## src/design/bsc_pkg.sv

```systemverilog
// Package for the barometric compensation block: calibration, pipeline
// payload types and register addresses shared by all design files.
// No dependencies.
`timescale 1ns / 1ps
`default_nettype none

package bsc_pkg;

  localparam int ADDR_W     = 5;
  localparam int DIV_STAGES = 64;

  localparam logic [ADDR_W-1:0] REG_TEMP_CALIB    = 5'h00;
  localparam logic [ADDR_W-1:0] REG_PRESS_CALIB_A = 5'h08;
  localparam logic [ADDR_W-1:0] REG_PRESS_CALIB_B = 5'h10;
  localparam logic [ADDR_W-1:0] REG_PRESS_CALIB_C = 5'h18;

  localparam logic [32:0] TFINE_OFFSET  = 33'd128000;
  localparam logic [20:0] PRESS_FULL    = 21'd1048576;
  localparam logic [11:0] PRESS_SCALE   = 12'd3125;
  localparam logic [31:0] TEMP_ROUND    = 32'd128;
  localparam logic [63:0] VAR1_BIAS     = 64'h0000_8000_0000_0000;

  // Calibration words unpacked from the configuration registers.
  typedef struct packed {
    logic [15:0] t1;
    logic [15:0] t2;
    logic [15:0] t3;
    logic [15:0] p1;
    logic [15:0] p2;
    logic [15:0] p3;
    logic [15:0] p4;
    logic [15:0] p5;
    logic [15:0] p6;
    logic [15:0] p7;
    logic [15:0] p8;
    logic [15:0] p9;
  } calib_t;

  // One divider stage: partial remainder, dividend bits shifting out while
  // quotient bits shift in, divisor magnitude and side-band results.
  typedef struct packed {
    logic [31:0] temp;
    logic        ok;
    logic        neg;
    logic [63:0] rem;
    logic [63:0] dq;
    logic [63:0] ad;
  } div_t;

  typedef struct packed {
    logic [31:0] temperature_centi;
    logic [31:0] pressure_q24_8;
    logic        pressure_valid;
  } res_t;

endpackage

`default_nettype wire

```

## src/design/bsc_cfg.sv

```systemverilog
// Calibration register file behind the APB-style configuration port.
// Depends on bsc_pkg.
`timescale 1ns / 1ps
`default_nettype none

module bsc_cfg import bsc_pkg::*; (
  input  wire logic              clk,
  input  wire logic              rst_n,
  input  wire logic              psel,
  input  wire logic              penable,
  input  wire logic              pwrite,
  input  wire logic [ADDR_W-1:0] paddr,
  input  wire logic [63:0]       pwdata,
  output logic [63:0]            prdata,
  output calib_t                 cal
);

  logic [47:0] temp_calib_r;
  logic [63:0] press_a_r;
  logic [63:0] press_b_r;
  logic [15:0] press_c_r;
  logic        wr_en;

  assign wr_en = psel && penable && pwrite;

  always_ff @(posedge clk) begin
    if (!rst_n) begin
      temp_calib_r <= '0;
      press_a_r    <= '0;
      press_b_r    <= '0;
      press_c_r    <= '0;
    end else if (wr_en) begin
      unique case (paddr)
        REG_TEMP_CALIB:    temp_calib_r <= pwdata[47:0];
        REG_PRESS_CALIB_A: press_a_r    <= pwdata;
        REG_PRESS_CALIB_B: press_b_r    <= pwdata;
        REG_PRESS_CALIB_C: press_c_r    <= pwdata[15:0];
        default: ;
      endcase
    end
  end

  always_comb begin
    unique case (paddr)
      REG_TEMP_CALIB:    prdata = {16'd0, temp_calib_r};
      REG_PRESS_CALIB_A: prdata = press_a_r;
      REG_PRESS_CALIB_B: prdata = press_b_r;
      REG_PRESS_CALIB_C: prdata = {48'd0, press_c_r};
      default:           prdata = '0;
    endcase
  end

  assign cal.t1 = temp_calib_r[15:0];
  assign cal.t2 = temp_calib_r[31:16];
  assign cal.t3 = temp_calib_r[47:32];
  assign cal.p1 = press_a_r[15:0];
  assign cal.p2 = press_a_r[31:16];
  assign cal.p3 = press_a_r[47:32];
  assign cal.p4 = press_a_r[63:48];
  assign cal.p5 = press_b_r[15:0];
  assign cal.p6 = press_b_r[31:16];
  assign cal.p7 = press_b_r[47:32];
  assign cal.p8 = press_b_r[63:48];
  assign cal.p9 = press_c_r;

endmodule

`default_nettype wire

```

## config.mk

```make
export PLATFORM = sky130hd
export DESIGN_NAME = bsc_cfg
export DESIGN_NICKNAME = d
export VERILOG_FILES = /design/src/design/bsc_pkg.sv /design/src/design/bsc_cfg.sv
export SDC_FILE = /design/constraint.sdc
export NUM_CORES = 1
export LEC_CHECK = 0
export BUFFER_PORTS_ARGS = -buffer_cell sky130_fd_sc_hd__clkbuf_2
export CORE_ASPECT_RATIO = 1.1
export CORE_UTILIZATION = 44
export CTS_CLUSTER_DIAMETER = 30
export CTS_CLUSTER_SIZE = 10
export DETAILED_ROUTE_END_ITERATION = 10
export GPL_TIMING_DRIVEN = 1
export HOLD_SLACK_MARGIN = 0.08
export PLACE_DENSITY = 0.82
export SLEW_MARGIN = 40
export SYNTH_ARGS = -nofsm -noshare
export SYNTH_HDL_FRONTEND = slang
export SYNTH_SLANG_ARGS = --single-unit
```

## constraint.sdc

```tcl
create_clock -name clk -period 1.4 [get_ports clk]
set_input_delay 0.07 -clock clk [delete_from_list [all_inputs] [get_ports clk]]
set_output_delay 0.07 -clock clk [all_outputs]
set_load 0.02 [all_outputs]
```

After elaboration in Yosys (flattened, before gate mapping)
Cells that the tools add are included.

Output and inout bits: 256. Logic and storage cells: 15. Input bits: 74. Register bits: 192.

Reduce and logical (&&, ||, !) cells: 7. Muxes and demuxes: 1. Eq/ne operators: 3.

Operators with widths (number): 64-bit one-hot mux with 4 select lines (1); 5-bit equality test, second input constant (2); 2-bit AND reduction (4); 5-bit by 4-bit equality test with 1-bit output, second input constant (1); 5-bit logical NOT (1); 1-bit logical AND (2).

Depth between registers and ports, before layout
Gate-level depths: netlist of run 1.

Depth in word-level cells: 3. Gate-level depth with buffers: 6.

Worst setup path after synthesis of run 1
OpenSTA, ideal clock, no wires.

Path type: input -> register. Start point: input paddr[2]. End point: register press_b_r[10]. Path buffers: 3. Required time: 1.280 ns. Slack: -0.183 ns. Cell stages on the path: 6. Arrival time: 1.463 ns. Setup time: 0.120 ns. Cells stage by stage: or3_1 buf_2 or4_4 buf_6 buf_6 mux2i_1.

Word-level cells in the longest chain between the ends: 2.

Ends and longest elaborated chain: start, declared (line bsc_cfg.sv:12) `input wire logic [ADDR_W-1:0] paddr,`; 5-bit equality test (line bsc_cfg.sv:33) `unique case (paddr)`; 2-bit AND reduction (no line); end signal, assigned (line bsc_cfg.sv:36) `REG_PRESS_CALIB_B: press_b_r <= pwdata;`; end, declared (line bsc_cfg.sv:20) `logic [63:0] press_b_r;`.

No other way between the ends. A chain may end at the register's enable or synchronous reset.

Final worst setup path of run 1
Start point: register press_b_r[5]. End point: output prdata[5].

Word-level cells in the longest chain between the ends: 1.

Ends and longest elaborated chain: 64-bit one-hot mux with 4 select lines (line bsc_cfg.sv:44) `unique case (paddr)`; end, declared (line bsc_cfg.sv:14) `output logic [63:0] prdata,`.

No other way between the ends.

==> out/summary.txt, run 1 <==
Status - finished with violations
Failing checks - negative setup slack
Post-layout min period - 1.65 ns
Die X - 135 µm
Max-cap violations - 0
Clock transition at path regs - 0.08 ns
Synth cell types - 20
CTS tree - done
Layout cells sized above 1 - 52.6%
Fin area - 0.0133 mm²
DR vias - 8721
Setup WS pre-CTS - -0.219 ns
Synth Instances - 884
Leakage power - 6.07 nW
Vias per cell - 5.43
Unrepaired setup endpoints after global routing - true
Area grow syn2layout - 56.3%
Cell taking the most area after synthesis - dfxtp_1
Core Region - 0.0190 mm²
Setup ws final - -0.251 ns
Worst-margin pin slew - 0.419 ns
Top_reg_cell synth - dfxtp_1
Worst vdd rail ir drop - 761 µV
Initial antenna violation count - 0
Largest net degree at the start of global routing - 65
YS warnings - 0
CP startpoint - press_b_r[5]
Grt ovf - 0
Max incr delay on CP - 0.46 ns
First-pass GRT wire length - 45100 µm
Vias in the first global route - 8662
Share of flip-flops with an asynchronous set or reset - 0%
IO buf count - 329
Syn avg cell area - 9.65 µm²
Post-synth EDFFs - 0
Hold path start - paddr[4]
Clk root buf - clkbuf_16
Critical path fanouts, max - 2
RR Startpoint - press_c_r[7]
Iteration-0 DRC Markers - 579
Worst-skew pair later-pin latency - 0.42 ns
Yosys top cell area share - 45.0%
PwrDens - 847 mW/mm²
Top-count cell post-synth - nand2_1
Crit. End Element - primary output
Relative slew margins - 72.1%
Routed Antenna Nets - 0
DPL Wire Length - 17200 µm
DRC violations left - 0
Clock buffer depth - 2
FMAX - 606 MHz
Fin. Hold Viols - 0
Die ar. - 0.0200 mm²
Clock sinks - 192
Sequential fraction of the synthesis area - 45.0%
Num CTS Buffers - 17
Max-slew violation count - 0
IO Count - 330
Die Height - 148 µm
CP Cell Sequence - mux4_2, nor2b_2, buf_6
Final nets - 1420
Routed wire length per instance - 19.6 µm
#FFs+latches synth - 192
Final count of negative-setup-slack endpoints - 48
Synth area leaders - dfxtp_1, mux2i_1, nand2_1
Synth top cells by count - nand2_1, dfxtp_1, mux2i_1, a22oi_1, nor2_1
DRT Pass-1 Iters - 5
H-Tree Depth - 4
Setup Skew - 0 ns
Row cnt - 53
Critical path arrival - 1.58 ns
Routability cong. - 0.861
Post-Syn Area - 0.00853 mm²
Worst hold-check path type - input pin to flip-flop
CP Data Required Time - 1.33 ns
GRT Util Overall - 29.1%
Crit share post-route - 118%
ANT cells - 0
Starting density of the core - 44.8%
Post-DP Area - 0.0107 mm²
Post-Syn Nets - 958
Total Wirelength - 31400 µm
Slowest cell on crit path - mux4_2
Crit path kind - flip-flop to primary output
CP Launch Type - flip-flop
[area by class of cell]
| type | count | area (µm²) |
|---|---|---|
| clock buffers | 18 | 439 |
| repair buffers | 517 | 3780 |
| inverters | 1 | 3.75 |
| multi-input cells | 617 | 4670 |
| flip-flops and latches | 192 | 3990 |
| fillers | 1217 | 5690 |
| well taps | 247 | 309 |
| clock inverters | 14 | 149 |
[worst paths after layout]
kind / to / slack (ns) / cells after the start
hold / removal: press_b_r[3] / 0.13 / 4
setup reg to reg: press_c_r[7] / 0.56 / 4
hold reg to reg: press_a_r[17] / 0.47 / 2
setup / recovery: prdata[5] / -0.25 / 3
[stage by stage]
stage | total power [mW] | utilization (%) | hold WS, ns | cells | setup TNS [ns]
global route | 11.6 | 70.1 | 0.150 | 1606 | -7.60
finish | 11.3 | 70.1 | 0.134 | 1606 | -5.84
floorplan | 5.97 | - | 0.232 | 884 | -9.97
global placement | 6.27 | 56.5 | 0.323 | 1428 | -21.93
detailed placement | 6.28 | 56.5 | 0.330 | 1428 | -27.62
CTS | 11.2 | 68.1 | 0.118 | 1583 | -6.16
[layer usage]
layer	up-vias	track usage (%)	share of wire [%]
met5	-	0	0
met4	0	14.7	3.7
met3	92	6.65	7.1
met2	488	51.2	51
met1	4208	32.7	38
li1	3933	-	-
[critical path: cells and delay by family, from the launching register on]
family,cells,cell delay [ns]
simple gates,1,0.18
buf+inv,1,0.15
mux,1,0.46
flops,1,0.36
[flip-flops by register name, indices dropped and copies added (netlist names)]
signal and cells:
press_a_r 64, press_b_r 64, temp_calib_r 48, press_c_r 16
[where the power goes]
group	internal, mW	switching (mW)
registers	5.46	0.0109
clock network	2.57	2.33
logic	0.411	0.515
[what timing repair did]
item	CTS	global route
hold buffers	65	0
hold endpoints to repair	192	0
gates resized for setup	186	104
setup buffers	57	22
pin swaps	11	25
cloned	1	1
setup endpoints to repair	64	60
[placed cells by master (no fill, tap or decap), types with 3 or more instances in the layout]
cell,Yosys,final
a22oi_1,48,15
a22oi_2,0,33
buf_12,0,19
buf_4,0,128
buf_6,9,7
clkbuf_16,0,18
clkbuf_2,0,275
clkbuf_8,0,18
dfxtp_1,192,74
dfxtp_2,0,117
dlygate4sd3_1,0,65
inv_6,0,3
inv_8,0,3
mux2_2,32,12
mux2_4,0,20
mux2i_1,192,192
mux4_2,16,16
nand2_1,256,256
nor2_1,48,28
nor2_2,0,20
nor2b_1,18,12
nor2b_4,0,5
[logic make-up (layout without fill, tap and decap cells)]
kind of cell	after synthesis	count (layout)	share of synthesized area [%]
AOI/OAI and AO/OA	48	48	4.22
DFF	192	192	45.0
buffers and inverters	75	550	4.34
muxes	240	240	31.0
and+or+nand+nor	329	329	15.4
(Power assumes the default switching activity.)
==> inputs of run 2 (changes only) <==
Settings changed: GPL_TIMING_DRIVEN 1 to 0.
==> run 2 against run 1 <==
The run still ends with negative setup slack left. Critical path depth stayed put. Sequential share of layout area is 0.24 points lower. Clock skew stayed put. Largest power group unchanged.
==> out/summary.txt, run 2 (synthesized netlist as in run 1, its figures left out) <==
RR Startpoint - press_a_r[30]
H-Tree Depth - 4
CP startpoint - temp_calib_r[3]
Clock transition at path regs - 0.08 ns
CTS tree - done
Total power - 11.2 mW
Routed wire length per instance - 21.1 µm
Core Region - 0.0190 mm²
Routability cong. - 0.888
ANT cells - 0
First-pass GRT wire length - 48500 µm
Slowest cell on crit path - mux4_2
Num CTS Buffers - 17
FMAX - 608 MHz
CP Launch Type - flip-flop
Status - finished with violations
Worst hold-check path type - input pin to flip-flop
DRC violations left - 0
Max-slew violation count - 0
Grt ovf - 0
CP Depth - 3
Max incr delay on CP - 0.49 ns
Final count of negative-setup-slack endpoints - 47
DR vias - 9089
Iteration-0 DRC Markers - 537
Starting density of the core - 44.8%
Total Wirelength - 34500 µm
Worst-skew pair later-pin latency - 0.42 ns
DRT Pass-1 Iters - 5
Relative slew margins - 49.7%
Crit path kind - flip-flop to primary output
Row cnt - 53
Flop-to-flop setup slack - 0.52 ns
Clock sinks - 192
Critical path arrival - 1.58 ns
Final nets - 1448
Failing checks - negative setup slack
Reg2Reg Depth - 4
CP Cell Sequence - mux4_2, nor2b_1, buf_4
Clk root buf - clkbuf_16
FF-to-FF End - press_a_r[30]
PwrDens - 830 mW/mm²
Routed Antenna Nets - 0
Die ar. - 0.0200 mm²
Die Height - 148 µm
DPL Wire Length - 21100 µm
GRT Util Overall - 32.1%
Die X - 135 µm
Layout cells sized above 1 - 52.0%
Largest registers - press_a_r x64, press_b_r x64, temp_calib_r x48
Worst Setup EP - prdata[3]
IO buf count - 327
Setup ws final - -0.246 ns
Crit share post-route - 118%
Setup Skew - 0 ns
Worst-margin pin slew - 0.754 ns
Initial antenna violation count - 0
Unrepaired setup endpoints after global routing - true
Crit path max-delay family - multiplexers
Most frequent cells in the layout - clkbuf_2, nand2_1, mux2i_1
Area grow syn2layout - 57.6%
Critical path buffer and inverter count - 1
CP Data Required Time - 1.33 ns
IO Count - 330
Crit. End Element - primary output
Vias in the first global route - 8784
Setup TNS - -4.16 ns
Critical path fanouts, max - 3
Fin. Hold Viols - 0
Max-cap violations - 0
Worst vdd rail ir drop - 758 µV
Commonest non-fill, non-tap cell in the layout - clkbuf_2
Vias per cell - 5.56
Hold path start - pwrite
Leakage power - 6.10 nW
Largest net degree at the start of global routing - 19
Post-layout min period - 1.65 ns
Clock buffer depth - 2
run 2: metal layers:
layer / track usage [%] / share of wire [%] / vias to the layer above
met5: 0 / 0 / -
met4: 16.2 / 4.6 / 0
met3: 5.56 / 7.0 / 130
met2: 56.4 / 51 / 540
met1: 37.5 / 38 / 4413
li1: - / - / 4006
run 2: cell type report:
cell class	instances	area (µm²)
Timing Repair Buffer	471	3200
Fill cell	1288	5580
Multi-Input combinational cell	617	4700
Tap cell	247	309
Inverter	1	3.75
Clock inverter	14	125
Buffer	74	686
Sequential cell	192	3990
Clock buffer	18	429
run 2: worst min-delay path by stage:
stage | end | slack (ns) | depth (start not counted)
2_1_floorplan | press_b_r[48] | 0.23 | 2
3_3_place_gp | press_b_r[62] | 0.33 | 3
3_5_place_dp | press_a_r[62] | 0.33 | 3
4_1_cts | press_c_r[4] | 0.16 | 4
5_1_grt | press_c_r[4] | 0.20 | 4
6_report | press_c_r[4] | 0.20 | 4
run 2: through the flow:
step	setup slack, ns	hold slack [ns]	util [%]	instances	instance area, µm²
2_1_floorplan	-0.136	0.232	-	884	8660
3_3_place_gp	-0.821	0.327	55.7	1458	10600
3_5_place_dp	-0.864	0.334	55.8	1458	10600
4_1_cts	-0.207	0.156	68.4	1612	13000
5_1_grt	-0.270	0.203	70.7	1634	13500
6_report	-0.246	0.198	70.7	1634	13500
run 2: power by group:
group	internal [mW]	leakage [nW]	switching, mW
logic	0.404	4.23	0.589
registers	5.46	1.61	0.0105
clock network	2.35	0.265	2.36
total	8.21	6.10	2.96
run 2: worst register-to-register path, delay by kind of cell, from the launching register on:
family / cells / cell delay (ns)
DFF: 1 / 0.33
buffers and inverters: 2 / 0.20
muxes: 1 / 0.19
and+or+nand+nor: 1 / 0.07
run 2: repair_timing:
item | in CTS | in global routing
pin swaps | 2 | 9
setup endpoints to repair | 96 | 85
setup buffers | 58 | 21
hold buffers | 64 | 0
gates resized for setup | 249 | 142
gates cloned | 0 | 1
hold endpoints to repair | 192 | 0
